## src/sv/bisection_table_interpolator_macros.svh

```systemverilog
// ----------------------------------------------------------------------------
// Assertion macros for the table interpolator
// ----------------------------------------------------------------------------
`ifndef BISECTION_TABLE_INTERPOLATOR_MACROS_SVH
`define BISECTION_TABLE_INTERPOLATOR_MACROS_SVH

// same-cycle implication
`define BTI_ASSERT_IMP(lbl, ante, cons) \
	lbl: assert property (@(posedge clk) disable iff (!arst_n) (ante) |-> (cons)) \
		else $error("bti: implication check failed");

// next-cycle implication
`define BTI_ASSERT_NXT(lbl, ante, cons) \
	lbl: assert property (@(posedge clk) disable iff (!arst_n) (ante) |=> (cons)) \
		else $error("bti: next-cycle check failed");

`endif

```

## src/sv/bti_pkg.sv

```systemverilog
// ----------------------------------------------------------------------------
// bti_pkg
// Shared types and constants of the bisection table interpolator.
// ----------------------------------------------------------------------------
package bti_pkg;

	localparam int unsigned RCV_W = 7;
	localparam int unsigned MAG_W = 33;
	localparam int unsigned PRD_W = 66;
	localparam int unsigned QUO_W = 35;
	localparam int unsigned SUM_W = 37;

	localparam logic KIND_WRITE = 1'b0;
	localparam logic KIND_QUERY = 1'b1;

	localparam logic CFG_ENTRY_COUNT = 1'b0;
	localparam logic CFG_USE_DEPTH   = 1'b1;

	localparam logic STATUS_OK  = 1'b0;
	localparam logic STATUS_OOR = 1'b1;

	typedef struct packed {
		logic signed [31:0] coord;
		logic signed [31:0] value;
	} entry_t;

	typedef struct packed {
		logic             start;
		logic [MAG_W-1:0] a;
		logic [MAG_W-1:0] b;
		logic [MAG_W-1:0] d;
	} md_req_t;

	typedef struct packed {
		logic             done;
		logic             ovf;
		logic [QUO_W-1:0] quo;
	} md_rsp_t;

	function automatic logic signed [31:0] sat32(input logic signed [SUM_W-1:0] v);
		logic signed [31:0] r;
		if (v > SUM_W'(signed'(32'sh7fffffff)))
			r = 32'sh7fffffff;
		else if (v < SUM_W'(signed'(-32'sh80000000)))
			r = -32'sh80000000;
		else
			r = v[31:0];
		return r;
	endfunction

endpackage

```

## src/sv/bti_table_ram.sv

```systemverilog
// ----------------------------------------------------------------------------
// bti_table_ram
// Entry store: one write port, one read port, registered read data.
// ----------------------------------------------------------------------------
module bti_table_ram
	import bti_pkg::*;
#(
	parameter int DEPTH = 64,
	parameter int AW    = $clog2(DEPTH)
) (
	input  logic          clk,
	input  logic          we,
	input  logic [AW-1:0] waddr,
	input  entry_t        wdata,
	input  logic [AW-1:0] raddr,
	output entry_t        rdata
);

	entry_t mem [DEPTH];

	always_ff @(posedge clk) begin
		if (we)
			mem[waddr] <= wdata;
		rdata <= mem[raddr];
	end

endmodule

```

## config.mk

```make
export PLATFORM = sky130hd
export DESIGN_NAME = bti_table_ram
export DESIGN_NICKNAME = d
export VERILOG_FILES = /design/src/sv/bisection_table_interpolator_macros.svh /design/src/sv/bti_pkg.sv /design/src/sv/bti_table_ram.sv
export SDC_FILE = /design/constraint.sdc
export NUM_CORES = 2
export LEC_CHECK = 0
export BUFFER_PORTS_ARGS = -buffer_cell sky130_fd_sc_hd__buf_4
export CAP_MARGIN = 15
export CORE_ASPECT_RATIO = 1.4
export CORE_MARGIN = 10
export CORE_UTILIZATION = 25
export CTS_CLUSTER_DIAMETER = 80
export DETAILED_ROUTE_END_ITERATION = 8
export PLACE_DENSITY_LB_ADDON = 0.1
export SYNTH_ARGS = -nofsm -noshare
export SYNTH_HDL_FRONTEND = slang
export SYNTH_SLANG_ARGS = --single-unit
```

## constraint.sdc

```tcl
create_clock -name clk -period 6.1 [get_ports clk]
set_input_delay 0.915 -clock clk [delete_from_list [all_inputs] [get_ports clk]]
set_output_delay 0.915 -clock clk [all_outputs]
set_load 0.005 [all_outputs]
```

### After elaboration in Yosys (flattened, before gate mapping)

Memory sizes are Yosys's and may differ from the RTL's. A register that Yosys moved wholly into a read port is not among the register bits.
Cells that the tools add are included.

| operators by class | value |
|---|---|
| add/subtract/negate cells | 0 |
| multiply operators | 0 |
| divide/modulo/power cells | 0 |
| $lt $le $gt $ge | 0 |
| eq/ne operators | 0 |
| shift operators | 0 |
| multiplexer cells | 2 |
| bitwise operators | 0 |
| reductions and logical operators | 0 |

Operators with widths:

| operator | number |
|---|---|
| two-way mux 1 bit | 2 |

| word-level totals | value |
|---|---|
| register bits after elaboration | 0 |
| bits in latches | 0 |
| bits in writable memories | 4,096 |
| bits in read-only memories | 0 |
| input bits | 78 |
| output and inout bits | 64 |
| memories kept | 1 |

Memory list:

| name | words | width | read ports | clocked after Yosys merged registers in | write ports | line | RTL |
|---|---|---|---|---|---|---|---|
| mem | 64 | 64 | 1 | 1 | 1 | bti_table_ram.sv:19 | `entry_t mem [DEPTH];` |

### Longest topological paths before layout

| logic depth | value |
|---|---|
| word-level depth | 2 |
| mapped depth | 9 |
| depth with buffers taken out | 5 |

### Worst setup path after synthesis

No wires, ideal clock.

| timing path | value |
|---|---|
| path kind | input-to-reg |
| start point | input waddr[3] |
| end point | memory mem[48][0] (netlist bit), enable pin |
| setup time | 0.564 ns |
| arrival time | 5.787 ns |
| required time | 5.536 ns |
| path slack | -0.251 ns |
| stages | 4 |
| path buffers | 1 |
| cells stage by stage | clkbuf_1 -> nor2b_1 -> nand4b_1 -> nor3_1 |

RTL lines:

| element | line | RTL |
|---|---|---|
| from (decl) | bti_table_ram.sv:13 | `input logic [AW-1:0] waddr,` |
| to (decl) | bti_table_ram.sv:19 |  |

No word-level cell before the write port.

==> metrics <==
router iterations before antenna repair=6; first-pass GRT wire length=755 mm; total chip power=around 61 mW; largest net degree at the start of global routing=86; status=completed; most frequent cells in the layout=edfxtp_1, mux4_2, clkbuf_16; CTS clk-pin slew, worst paths=0.06 ns; dpl hpwl=~320 mm; Area growth syn-to-layout=17.6%; DRC viols=0; critical path data required time=6.94 ns; clk_lat worst skew=1.06 ns; initial antenna violation count=56; minimum clock period=3.17 ns; Placed Area=about 170,000 um2; maximum VDD drop=0.218 mV; Post-CTS Hold Buffers=0; FMAX=0.316 GHz; core box area=623,000 um2; Post-Route Skew=0.0724 ns; PortBufs=141; fin crit share=between 50% and 60%; most common cell after layout, fill and taps aside=edfxtp_1; CTS tree=built; P_leak=56.0 nW; post-synthesis sequential area ratio=79.5%; vias in the first global route=79,821; yosys warns=0; die area=658,000 um2; Vias=74,749; post-cts sizing count=0; # setup viols final=0; Synth Register Bits=around 4,200; routed vias/inst=4.74; initial core utilization=25.1%; Mapped Area=between 150,000 and 200,000 um2; htree depth=5; Layout Nets=roughly 7,200; HP Class=input port to register; post-synthesis area per instance=23.7 um2; CP arrival=4.01 ns; num rows=343; register-to-register setup slack=about 3.9 ns; wire length per cell=35.8 um; P per Cell Area=around 330 nW/um2; RePlAce Congestion=0.705; Setup Buffers After CTS=0; Distinct cells, synth=33; gr usage total=16.8%; clock tree buffer depth=4; Setup TNS=0 ns; Filler cells=60,497; total wire length=between 500 and 600 mm; global route overflow=0; Hold Vio Cnt, Final=0; Pins Over Slew Limit=0; Die X-Extent=688 um; slew margin rel.=a little over a fifth; syn_nets=6,676; RSZ-0062 raised after global routing=no; CTS Buf Count=438; CP Capture Type=register; Boundary Pins=142; clk sink count=between 4,000 and 5,000; number of DRC markers in iteration 0=6,803; Cells after Synth=6,598; slew at the pin closest to its max-slew limit=about 1.2 ns; Routed Antenna Nets=0; CP startpoint kind=input port; Max Cap Viol=0; CP Class=input port to register; Final Cell Area=around 180,000 um2; clk root buf=clkbuf_16; CP max FO=32; Die Y=956 um; layout cells sized above 1=29.4%
[synthesized netlist by cell type]
library cell | count | area, um2
or3b_2 | 1 | 8.76
nor2b_1 | 28 | 175
nand3b_1 | 2 | 15.0
buf_1 | 20 | 75.1
nand2_1 | 58 | 218
buf_4 | 34 | 255
nor2_1 | 112 | 420
clkbuf_1 | 140 | 526
and2_1 | 3 | 18.8
nor3_1 | 2 | 10.0
a31o_1 | 1 | 8.76
a2bb2oi_1 | 19 | 166
dfxtp_1 | 64 | 1280
mux2i_1 | 135 | 1350
nand4_1 | 2 | 12.5
a211oi_1 | 63 | 473
nand3_1 | 45 | 225
buf_2 | 170 | 851
nand4b_1 | 1 | 8.76
o22ai_1 | 83 | 519
a41oi_1 | 26 | 228
or3_1 | 29 | 181
a22o_1 | 88 | 771
inv_1 | 19 | 71.3
or2_2 | 28 | 175
nand2b_1 | 11 | 68.8
mux4_2 | 1024 | 23100
and3_1 | 64 | 400
buf_6 | 6 | 67.6
edfxtp_1 | 4096 | 123000
a22oi_1 | 168 | 1260
a31oi_1 | 18 | 113
o221ai_1 | 38 | 333
[final cells by class]
cell class,instances,area (um2),area share (%)
clock inverter,220,2040,1.11
clock buffer,589,12000,6.51
multi-input combinational,2049,30800,16.8
sequential,4160,124000,67.6
timing repair buffer,433,4310,2.34
antenna,19,47.5,0.0259
inverter,19,71.3,0.0388
tap,8280,10400,5.63
[through the flow]
step                setup WS [ns]  cells  util [%]  hold slack [ns]
global placement             1.69  14938      27.2            0.836
floorplan                    1.15   6598         -            0.788
finish                       2.93  15769      29.5            0.351
CTS                          2.74  15750      29.5            0.249
detailed placement           1.75  14941      27.3            0.831
global route                 2.80  15752      29.5            0.355
[power by group]
group          internal (mW)  switching, mW
clock                   14.9           11.6
sequential              31.6          0.214
combinational           1.06           1.88
total                   47.6           13.7
[registers in the layout, summed over array words and instances (netlist names)]
| name | count |
|---|---|
| rdata | 64 |
| mem | 4096 |
[layer usage]
layer	global-route usage, %	share of wire, %	wire, um	vias up
met5	0	0.016	92	-
met4	3.30	2.0	11300	16
met3	2.06	3.9	22300	550
met2	31.2	54	303000	1811
met1	21.0	40	228000	42810
li1	-	-	-	29562
[worst max-delay path, cell delays in order]
cell	delay, ns
buf_8	0.31
and2_4	0.76
buf_4	0.62
a22oi_1	0.20
and3_1	0.22
a211oi_1	0.81
[kinds of logic (layout without fill, tap and decap cells)]
family | Yosys count | after routing | synth area share [%]
other | 0 | 19 | 0
DFF | 4160 | 4160 | 79.5
muxes | 1159 | 1159 | 15.6
buffers and inverters | 389 | 1261 | 1.18
and+or+nand+nor | 386 | 386 | 1.24
AOI/OAI and AO/OA | 504 | 504 | 2.48
[final timing paths]
kind / startpoint / to / cells after the start
min: wdata[50] / mem[62][50] / 1
max reg2reg: mem[39][37] / rdata[37] / 4
min reg2reg: mem[54][46] / rdata[46] / 4
max: raddr[2] / rdata[49] / 6
No activity file was read; power rests on OpenSTA's default activity.
