## src/sv/bisection_table_interpolator_macros.svh

```systemverilog
// ----------------------------------------------------------------------------
// Assertion macros for the table interpolator
// ----------------------------------------------------------------------------
`ifndef BISECTION_TABLE_INTERPOLATOR_MACROS_SVH
`define BISECTION_TABLE_INTERPOLATOR_MACROS_SVH

// same-cycle implication
`define BTI_ASSERT_IMP(lbl, ante, cons) \
	lbl: assert property (@(posedge clk) disable iff (!arst_n) (ante) |-> (cons)) \
		else $error("bti: implication check failed");

// next-cycle implication
`define BTI_ASSERT_NXT(lbl, ante, cons) \
	lbl: assert property (@(posedge clk) disable iff (!arst_n) (ante) |=> (cons)) \
		else $error("bti: next-cycle check failed");

`endif

```

## src/sv/bti_pkg.sv

```systemverilog
// ----------------------------------------------------------------------------
// bti_pkg
// Shared types and constants of the bisection table interpolator.
// ----------------------------------------------------------------------------
package bti_pkg;

	localparam int unsigned RCV_W = 7;
	localparam int unsigned MAG_W = 33;
	localparam int unsigned PRD_W = 66;
	localparam int unsigned QUO_W = 35;
	localparam int unsigned SUM_W = 37;

	localparam logic KIND_WRITE = 1'b0;
	localparam logic KIND_QUERY = 1'b1;

	localparam logic CFG_ENTRY_COUNT = 1'b0;
	localparam logic CFG_USE_DEPTH   = 1'b1;

	localparam logic STATUS_OK  = 1'b0;
	localparam logic STATUS_OOR = 1'b1;

	typedef struct packed {
		logic signed [31:0] coord;
		logic signed [31:0] value;
	} entry_t;

	typedef struct packed {
		logic             start;
		logic [MAG_W-1:0] a;
		logic [MAG_W-1:0] b;
		logic [MAG_W-1:0] d;
	} md_req_t;

	typedef struct packed {
		logic             done;
		logic             ovf;
		logic [QUO_W-1:0] quo;
	} md_rsp_t;

	function automatic logic signed [31:0] sat32(input logic signed [SUM_W-1:0] v);
		logic signed [31:0] r;
		if (v > SUM_W'(signed'(32'sh7fffffff)))
			r = 32'sh7fffffff;
		else if (v < SUM_W'(signed'(-32'sh80000000)))
			r = -32'sh80000000;
		else
			r = v[31:0];
		return r;
	endfunction

endpackage

```

## src/sv/bti_muldiv.sv

```systemverilog
// ----------------------------------------------------------------------------
// bti_muldiv
// floor(a*b/d): shift-add multiply, then restoring divide, one bit a cycle.
// ----------------------------------------------------------------------------
module bti_muldiv
	import bti_pkg::*;
(
	input  logic    clk,
	input  logic    arst_n,
	input  md_req_t req,
	output md_rsp_t rsp
);

	localparam logic [1:0] P_IDLE = 2'd0;
	localparam logic [1:0] P_MUL  = 2'd1;
	localparam logic [1:0] P_DIV  = 2'd2;
	localparam logic [1:0] P_DONE = 2'd3;

	logic [1:0]       phase_q;
	logic [6:0]       cnt_q;
	logic [PRD_W-1:0] mcand_q;
	logic [MAG_W-1:0] mplier_q;
	logic [PRD_W-1:0] prod_q;
	logic [MAG_W-1:0] dvsr_q;
	logic [MAG_W-1:0] rem_q;
	logic [QUO_W-1:0] quo_q;
	logic             ovf_q;

	logic [MAG_W:0] rem_sh;
	logic           fits;

	assign rem_sh = {rem_q, prod_q[PRD_W-1]};
	assign fits   = rem_sh >= {1'b0, dvsr_q};

	always_ff @(posedge clk or negedge arst_n) begin
		if (!arst_n) begin
			phase_q <= P_IDLE;
			cnt_q   <= '0;
		end else begin
			case (phase_q)
				P_IDLE: begin
					if (req.start) begin
						phase_q <= P_MUL;
						cnt_q   <= '0;
					end
				end
				P_MUL: begin
					cnt_q <= cnt_q + 7'd1;
					if (cnt_q == 7'(MAG_W - 1)) begin
						phase_q <= P_DIV;
						cnt_q   <= '0;
					end
				end
				P_DIV: begin
					cnt_q <= cnt_q + 7'd1;
					if (cnt_q == 7'(PRD_W - 1))
						phase_q <= P_DONE;
				end
				default: phase_q <= P_IDLE;
			endcase
		end
	end

	always_ff @(posedge clk) begin
		case (phase_q)
			P_IDLE: begin
				mcand_q  <= {{(PRD_W-MAG_W){1'b0}}, req.a};
				mplier_q <= req.b;
				dvsr_q   <= req.d;
				prod_q   <= '0;
				rem_q    <= '0;
				quo_q    <= '0;
				ovf_q    <= 1'b0;
			end
			P_MUL: begin
				if (mplier_q[0])
					prod_q <= prod_q + mcand_q;
				mcand_q  <= mcand_q << 1;
				mplier_q <= mplier_q >> 1;
			end
			P_DIV: begin
				rem_q  <= fits ? MAG_W'(rem_sh - {1'b0, dvsr_q}) : rem_sh[MAG_W-1:0];
				quo_q  <= {quo_q[QUO_W-2:0], fits};
				ovf_q  <= ovf_q | quo_q[QUO_W-1];
				prod_q <= prod_q << 1;
			end
			default: ;
		endcase
	end

	assign rsp.done = phase_q == P_DONE;
	assign rsp.ovf  = ovf_q;
	assign rsp.quo  = quo_q;

endmodule

```

## config.mk

```make
export PLATFORM = sky130hd
export DESIGN_NAME = bti_muldiv
export DESIGN_NICKNAME = d
export VERILOG_FILES = /design/src/sv/bisection_table_interpolator_macros.svh /design/src/sv/bti_pkg.sv /design/src/sv/bti_muldiv.sv
export SDC_FILE = /design/constraint.sdc
export NUM_CORES = 1
export LEC_CHECK = 0
export ABC_AREA = 1
export ABC_CLOCK_PERIOD_IN_PS = 5000
export BUFFER_PORTS_ARGS = -buffer_cell sky130_fd_sc_hd__buf_2
export CORE_MARGIN = 5
export CORE_UTILIZATION = 30
export DETAILED_ROUTE_END_ITERATION = 10
export GPL_ROUTABILITY_DRIVEN = 0
export PLACE_DENSITY_LB_ADDON = 0.08
export SETUP_SLACK_MARGIN = 0.1
export SLEW_MARGIN = 10
export SYNTH_ARGS = -nofsm -noshare
export SYNTH_HDL_FRONTEND = slang
export SYNTH_SLANG_ARGS = --single-unit
```

## constraint.sdc

```tcl
create_clock -name clk -period 5 [get_ports clk]
set_clock_uncertainty 0.1 [all_clocks]
set_input_delay 0.5 -clock clk [delete_from_list [all_inputs] [get_ports clk]]
set_output_delay 0.5 -clock clk [all_outputs]
set_load 0.01 [all_outputs]
```

; After elaboration in Yosys (flattened, before gate mapping)
; Index checks and enable logic that the tools add are counted.
[word_totals]
rom_bits = 0
ramBits = 0
latchBits = 0
out_inout_bits = 37
input_bits = 102
n_memories = 0
word_cells = 45
regBits = 276
[classes]
mux = 15
add_sub_neg = 3
n_eq_ne = 9
magnitude_cmp = 1
mul = 0
n_bitwise = 1
reduce_logical = 7
n_shift = 0
div = 0
[ops]
columns = operator, count
row1 = 66-bit case mux with 3 select lines, 1
row2 = 33-bit case mux with 2 select lines, 2
row3 = 66-bit case mux with 2 select lines, 1
row4 = 35-bit case mux with 2 select lines, 1
row5 = 66-bit adder, 1
row6 = 66-bit two-way mux, 1
row7 = 34-bit by 33-bit >= comparator with 1-bit output, 1
row8 = 33-bit two-way mux, 1
row9 = 33-bit subtractor, 1
row10 = 7-bit case mux with 3 select lines, 1
row11 = 7-bit two-way mux, 2
row12 = 2-bit inequality test (second input constant), 4
row13 = 7-bit by 1-bit adder with 7-bit output (second input constant), 1
row14 = 7-bit by 6-bit == test with 1-bit output (second input constant), 1
row15 = 7-bit == test (second input constant), 1
row16 = 2-bit two-way mux, 3
row17 = 2-bit case mux with 3 select lines, 1
row18 = 2-bit == test (second input constant), 2
row19 = 2-bit AND reduction, 2
row20 = 2-bit nonzero test, 2
row21 = 3-bit AND reduction, 1
row22 = 3-bit nonzero test, 1
row23 = 2-bit by 1-bit == test with 1-bit output (second input constant), 1
row24 = 2-bit logical NOT, 1
row25 = 2 further kinds, 2

; Longest topological paths before layout
; Gate-level depths: netlist of the first run.
[depth]
word_depth = 3
ltp_mapped = 16
ltp_nobuf = 16

; Least setup slack after synthesis of the first run
; No wires, ideal clock.
[synth_timing]
path_kind = flip-flop to flip-flop
startpoint = register phase_q[1]
endpoint = register prod_q[0] (enable)
arrival_time_ps = 3795
path_stages_with_launch = 7
setup_time_ps = 490
synth_period_minus_slack_ps = 4385
path_slack_ps = 615
t_required_ps = 4410
path_buffers = 1
cell_sequence = dfrtp_1 > inv_1 > ha_1 > inv_1 > clkbuf_1 > nor2_1 > nor2_1
[synth_between]
elab_chain_cells = 3
elab_cells_between_ends = 6
cone_classes = eq/ne: 3 / reduce/logical: 3
[synth_lines]
columns = element, line
row1 = from (decl), bti_muldiv.sv:19  ; logic [1:0] phase_q;
row2 = from (signal assigned), bti_muldiv.sv:37  ; phase_q <= P_IDLE;
row3 = from (signal assigned), bti_muldiv.sv:43  ; phase_q <= P_MUL;
row4 = from (signal assigned), bti_muldiv.sv:50  ; phase_q <= P_DIV;
row5 = 2-bit by 1-bit == test with 1-bit output (tied with other cells), bti_muldiv.sv:65  ; case (phase_q)
row6 = 2-bit inequality test (no line) / 3-bit nonzero test (equally long branches), -
row7 = 2-bit AND reduction (no line) (*), -
row8 = to (signal assigned), bti_muldiv.sv:77  ; prod_q <= prod_q + mcand_q;
row9 = to (signal assigned), bti_muldiv.sv:85  ; prod_q <= prod_q << 1;
row10 = to (decl), bti_muldiv.sv:23  ; logic [PRD_W-1:0] prod_q;
; Every way passes the cells marked *; elsewhere a longest branch is shown, timed or not.
; A chain may end at the register's enable or synchronous reset.

; Final worst setup path of the first run
[layout_timing]
startpoint = register phase_q[1]
endpoint = register quo_q[12] (enable)
[layout_between]
elab_chain_cells = 2
elab_cells_between_ends = 3
cone_classes = eq/ne: 1 / reduce/logical: 2
[layout_lines]
columns = element, line
row1 = 2-bit == test / 2-bit logical NOT (equally long branches), bti_muldiv.sv:65
row2 = 2-bit nonzero test (no line) (*), -
row3 = to (signal assigned), bti_muldiv.sv:83  ; quo_q <= {quo_q[QUO_W-2:0], fits};
row4 = to (decl), bti_muldiv.sv:26  ; logic [QUO_W-1:0] quo_q;
; Marks and branches as above.

==> results of run 1 <==
-- layer usage --
layer  wire length, µm  GRT usage
met1             25700      0.211
met2             26300      0.278
met3              2400     0.0244
met4              1650     0.0505
met5                 0          0
-- power breakdown --
part	leakage (nW)	total, mW	internal (mW)	switching, mW
clock	0.531	2.47	1.43	1.05
combinational	8.16	0.0827	0.0477	0.0350
sequential	2.76	2.51	2.51	0
total	11.5	5.07	3.99	1.08
-- critical path: cells and delay by family, from the launching register on --
| family | cells | cell delay, ns |
|---|---|---|
| flops | 1 | 0.42 |
| fa+ha+maj | 1 | 0.85 |
| simple gates | 1 | 0.17 |
| buf+inv | 3 | 1.32 |
-- worst max-delay path by stage --
| stage | startpoint | to | slack, ns |
|---|---|---|---|
| 2_1_floorplan | phase_q[1]$_DFFE_PN0P_ | prod_q[0]$_DFFE_PP_ | 0.62 |
| 3_3_place_gp | phase_q[1]$_DFFE_PN0P_ | quo_q[24]$_SDFFCE_PN0N_ | 1.71 |
| 3_5_place_dp | phase_q[1]$_DFFE_PN0P_ | quo_q[22]$_SDFFCE_PN0N_ | 1.60 |
| 4_1_cts | phase_q[1]$_DFFE_PN0P_ | quo_q[19]$_SDFFCE_PN0N_ | 1.57 |
| 5_1_grt | phase_q[0]$_DFFE_PN0P_ | quo_q[11]$_SDFFCE_PN0N_ | 1.42 |
| 6_report | phase_q[1]$_DFFE_PN0P_ | quo_q[12]$_SDFFCE_PN0N_ | 1.72 |
-- cells in the final DEF, fill, tap and decap left out, drive strengths merged, types with 2 or more instances in the layout --
master and instances:
nand2 1016, inv 414, edfxtp 267, nor2 265, a21oi 151, buf 149, ha 106, o21ai 94
nand3 93, clkbuf 47, nand3b 33, dlygate4sd3 20, xor2 17, nor3 15, nand4 11, clkinv 11
o21bai 10, dfrtp 9, nor4 6, or2 5, a32o 5, a21o 4, and2 4, o21a 2
a21boi 2, fa 2, clkinvlp 2
-- per-stage QoR --
stage	total power, mW	instances	util	worst slack [ns]	area, µm²
4_1_cts	5.17	3604	0.351	1.57	21800
5_1_grt	5.27	3604	0.351	1.42	21800
3_5_place_dp	2.63	3522	0.330	1.60	20500
3_3_place_gp	2.63	3522	0.330	1.71	20500
6_report	5.07	3604	0.351	1.72	21800
2_1_floorplan	2.58	2584	-	0.615	18800
-- cells by family after synthesis --
| kind of cell | count (synthesis) | share of synthesized area |
|---|---|---|
| buffers and inverters | 461 | 0.0940 |
| AOI/OAI and AO/OA | 273 | 0.0775 |
| DFF | 276 | 0.438 |
| adders and majority gates | 108 | 0.0726 |
| and+or+nand+nor | 1448 | 0.310 |
| xor gates and xnor gates | 18 | 0.00838 |
-- state kept, by name (all words and copies together) (netlist names) --
| register | count |
|---|---|
| prod_q | 66 |
| mcand_q | 66 |
| ovf_q | 1 |
| mplier_q | 33 |
| dvsr_q | 33 |
| cnt_q | 7 |
| phase_q | 2 |
| rem_q | 33 |
| quo_q | 35 |
-- cell type report --
cell class	instances	share of cell area
clock inverter	15	0.00587
sequential	276	0.379
multi-input combinational	1847	0.406
inverter	413	0.0714
tap	837	0.0481
timing repair buffer	169	0.0447
clock buffer	47	0.0447
==> impl_metrics.ini, run 1 <==
[worst_setup_path]
slowest_delay_ns = 0.85
worstSetupEndpointType = flip-flop
rr_startpoint = phase_q[1]$_DFFE_PN0P_
slowest_stage = ha_2
reg2reg_to = quo_q[12]$_SDFFCE_PN0N_
worstPathCellList = inv_1 -> ha_2 -> nor2_1 -> inv_2 -> buf_4
crit_arrival_ns = 3.36
r2r_cells = 5
startpoint_type = flip-flop
rrSetupSlack_ns = 1.72
required_ns = 5.08
crit_type = reg -> reg
crit_fanout = 36

[placed_design]
dp_hpwl_mm = 43.0
portBuffers = 138

[floorplan]
io_pins = 139
fp.dieH_um = 260
rows = 91
initial_core_util = 0.304
dieArea_mm2 = 0.0679
core_area_mm2 = 0.0619
die_x_um = 260

[finish]
seq_area_mm2 = 0.00824
drive_above_1_share = 0.0842
antenna_cells = 0
multiInputGateArea_mm2 = 0.00884
syn2layout_area_growth_pct = 15.6
fillers = 6730
nNetsFinal = 2953

[timing]
min_period_ns = 3.28
setup_tns_ns = 0
fin_hold_ws_ns = 0.0487
finalCritPeriodShare = 0.656
worstMarginPinSlew_ns = 1.06
maxSlewViolCount = 0
rsz0062_at_grt = false
max-slew-margin-rel = 0.297
final-hold-violation-count = 0
max_freq_mhz = 305
setup_viol = 0

[synth]
ys_ff_latch = 276
yosys_warnings = 0
synthArstFlopShare = 0.0326
syn-cell-area_mm2 = 0.0188
avgSynthCellArea_um2 = 7.28
synth_commonest_cells = 1011 x nand2_1, 410 x inv_1, 267 x edfxtp_1, 253 x nor2_1, 150 x a21oi_1
synth_edf_count = 267
synthTopCellsByArea = edfxtp_1 43%, nand2_1 20%, inv_1 8.2%, ha_1 7.0%, nor2_1 5.0%
yosysSeqAreaShare = 0.438
synth_top_area_frac = 0.426
syn-num-nets = 2794
synth_top_area_cell = edfxtp_1
syn_inst = 2584
yosys.cell_count.top_type = nand2_1
synth.distinct_cells = 45
ys.flop_type = edfxtp_1

[clock_tree]
cts_htree_levels = 2
cts_buffer_depth = 3
post_cts_buffers = 0
root_buffer = clkbuf_16
numClockSinks = 276
clk_pin_slew_worst_paths_ns = 0.06
tritoncts = yes
cts_hold_buf = 20
cts_buffers = 36
cts_resized = 0
clock_latency_ns = 0.55

[route]
vias_per_cell = 4.59
drc = 0
ant_nets = 0
drtPass1Iterations = 5
wl_mm = 56.1
drt_iter0_drc = 1076
wire_per_inst_um = 15.6
dr_total_vias = 16500

[grt]
grt_start_max_net_pins = 100
antenna_found_initial = 0
grt_usage = 0.162
grt_pass1_wl_mm = 88.5
globalRouteOverflowTotal = 0
grt_pass1_vias = 16500

[run]
maxCapViolCount = 0

[power_and_ir_drop]
power.density_mw_per_mm2 = 233
p_leak_nw = 11.5
ir_worst_vdd_uv = 216

[outcome]
status = finished, final reports clean

[hold_path]
holdPathEnd = dvsr_q[1]$_DFFE_PP_
whs_path_depth = 1
hold_class = in -> reg
worstHoldStart = req[1]
No activity file was read; power rests on OpenSTA's default activity.
==> run 2: changes to the inputs <==
ABC_AREA = 0   (was 1)
ABC_CLOCK_PERIOD_IN_PS = 2900   (was 5000)
clock period = 2.9 ns   (was 5 ns; I/O delays follow)
==> impl_metrics.ini, run 2 <==
[hold_path]
hold_class = in -> async

[route]
wl_mm = 45.5
drt_iter0_drc = 593
wire_per_inst_um = 15.9
ant_nets = 0
vias_per_cell = 4.71
drtPass1Iterations = 5
drc = 0
dr_total_vias = 13500

[floorplan]
rows = 86
dieArea_mm2 = 0.0603
core_area_mm2 = 0.0550
io_pins = 139
fp.dieH_um = 246
initial_core_util = 0.303
die_x_um = 246

[synth]
avgSynthCellArea_um2 = 10.8
syn-cell-area_mm2 = 0.0166
syn-num-nets = 1746
yosys.cell_count.top_type = edfxtp_1
synth-xor-area-share = 0.0458
synthMuxAreaShare = 0.0590
synth.distinct_cells = 73
yosysSeqAreaShare = 0.495
ys.flop_type = edfxtp_1
syn_inst = 1536
synth_top_area_cell = edfxtp_1
ys_ff_latch = 276
synth_adder_area_share = 0.0821
synth_top_family_by_area = compound AO/OA/AOI/OAI gates
synth_commonest_cells = 267 x edfxtp_1, 151 x nand2_1, 106 x ha_1, 98 x a21oi_1, 95 x o21ai_0
synthArstFlopShare = 0.0326
yosys_warnings = 0
synth_edf_count = 267
synth_top_area_frac = 0.482
synthTopCellsByArea = edfxtp_1 48%, ha_1 8.0%, mux2_2 4.4%, nand2_1 3.4%, a21oi_1 2.9%
synthSimpleGateAreaFrac = 0.129
synth_compound_area_frac = 0.159

[worst_setup_path]
crit_arrival_ns = 3.53
startpoint_type = flip-flop
crit_fanout = 3
rrSetupSlack_ns = -0.43
required_ns = 3.10
worstSetupEndpointType = flip-flop
crit_type = reg -> reg

[clock_tree]
cts_buffer_depth = 3
clk_pin_slew_worst_paths_ns = 0.06
clock_latency_ns = 0.56
root_buffer = clkbuf_16
tritoncts = yes
numClockSinks = 276
cts_htree_levels = 2
cts_buffers = 37

[run]
maxCapViolCount = 0

[timing]
min_period_ns = 3.33
rsz0062_at_grt = true
final-hold-violation-count = 0
maxSlewViolCount = 0
max-slew-margin-rel = 0.660
layout_setup_ws_ns = -0.428
finalCritPeriodShare = 1.15
max_freq_mhz = 301
fin_hold_ws_ns = 0.0368
worstMarginPinSlew_ns = 0.509
setup_viol = 65

[finish]
final_common_cell = buf_4
fillers = 5306
layout_common_cells = 302 x buf_4, 267 x edfxtp_1, 149 x nand2_1
drive_above_1_share = 0.345
nNetsFinal = 2290
antenna_cells = 0
reg.largest.list = mcand_q: 66 flops, prod_q: 66 flops, quo_q: 35 flops
syn2layout_area_growth_pct = 43.6

[grt]
grt_usage = 0.148
grt_pass1_vias = 14300
antenna_found_initial = 0
grt_pass1_wl_mm = 73.9
globalRouteOverflowTotal = 0
grt_start_max_net_pins = 68

[outcome]
failed_checks = negative setup slack
status = complete, but fails checks

[placed_design]
dp_hpwl_mm = 32.9
portBuffers = 138

[power_and_ir_drop]
ir_worst_vdd_uv = 539
p_leak_nw = 10.1
power.total_mw = 32.6
power.density_mw_per_mm2 = 1360
[run 2: cell types whose count changed after synthesis, sizes merged, moves of 48 or more]
cell	previous run	this run
nand2	1016	151
inv	412	68
nor2	265	62
and2	4	79
nand3	93	26
mux2	0	65
a21oi	151	99
xnor2	1	49
[run 2: area by class of cell]
cell class / instances / area, µm² / area share
Multi-Input combinational cell: 1131 / 8940 / 0.374
Sequential cell: 276 / 8240 / 0.345
Tap cell: 748 / 936 / 0.0392
Clock buffer: 46 / 960 / 0.0402
Inverter: 68 / 255 / 0.0107
Clock inverter: 21 / 226 / 0.00948
Timing Repair Buffer: 566 / 4340 / 0.181
[run 2: critical path: stages (launching register included)]
cell and delay [ns]:
edfxtp_1 0.39, ha_2 0.21, fa_2 0.34, a211oi_2 0.20
nor4_2 0.08, nor2_2 0.18, o21ba_4 0.18, a31oi_4 0.10
a221o_1 0.40, a2111oi_4 0.36, o31a_2 0.23, mux2i_1 0.21
nand3_1 0.08
[run 2: kinds of logic (layout without fill, tap and decap cells)]
| group | after synthesis | after routing |
|---|---|---|
| AO/OA/AOI/OAI | 415 | 415 |
| XOR/XNOR | 87 | 87 |
| adder cells (fa/ha/maj) | 108 | 108 |
| buffers and inverters | 129 | 701 |
| flip-flops | 276 | 276 |
| multiplexers | 90 | 90 |
| AND/OR/NAND/NOR | 431 | 431 |
[run 2: what timing repair did]
| item | CTS | global route |
|---|---|---|
| cloned | 0 | 0 |
| endpoints found under the hold margin | 107 | 0 |
| pin swaps | 49 | 45 |
| gates resized for setup | 119 | 62 |
| endpoints found under the setup margin | 77 | 84 |
| hold buffers | 99 | 0 |
| buffers inserted | 15 | 16 |
[run 2: stage by stage]
stage                     std cells   util  TNS [ns]  area (µm²)  worst slack [ns]
after floorplan                1536      -     -8.93       16900            -0.294
after detailed placement       2661  0.375    -25.41       20600            -0.494
after global placement         2661  0.375    -24.67       20600            -0.478
after CTS                      2842  0.428    -18.83       23500            -0.432
final                          2856  0.435    -17.38       23900            -0.428
after global routing           2856  0.435    -27.57       23900            -0.605
[run 2: where the power goes]
group          internal [mW]  switching, mW
logic                   9.64           10.2
registers               7.23           1.03
clock network           2.72           1.81
total                   19.6           13.0
[run 2: path summary, 6_finish.rpt]
kind | from | depth (start not counted) | to
max | mcand_q[0]$_SDFFCE_PP0P_ | 12 | prod_q[60]$_DFFE_PP_
min | arst_n | 2 | cnt_q[2]$_DFFE_PN0P_
max reg2reg | mcand_q[0]$_SDFFCE_PP0P_ | 12 | prod_q[60]$_DFFE_PP_
min reg2reg | cnt_q[4]$_DFFE_PN0P_ | 1 | cnt_q[4]$_DFFE_PN0P_
max in group asynchronous | arst_n | 2 | phase_q[1]$_DFFE_PN0P_
min in group clk | req[66] | 2 | mcand_q[0]$_SDFFCE_PP0P_
[run 2: routing by layer]
metal	up-vias	part of all wire	GRT usage	wire length, µm
li1	6767	-	-	-
met1	6452	0.46	0.192	20800
met2	165	0.49	0.257	22200
met3	66	0.029	0.0232	1330
met4	0	0.026	0.0456	1190
met5	-	0	0	0
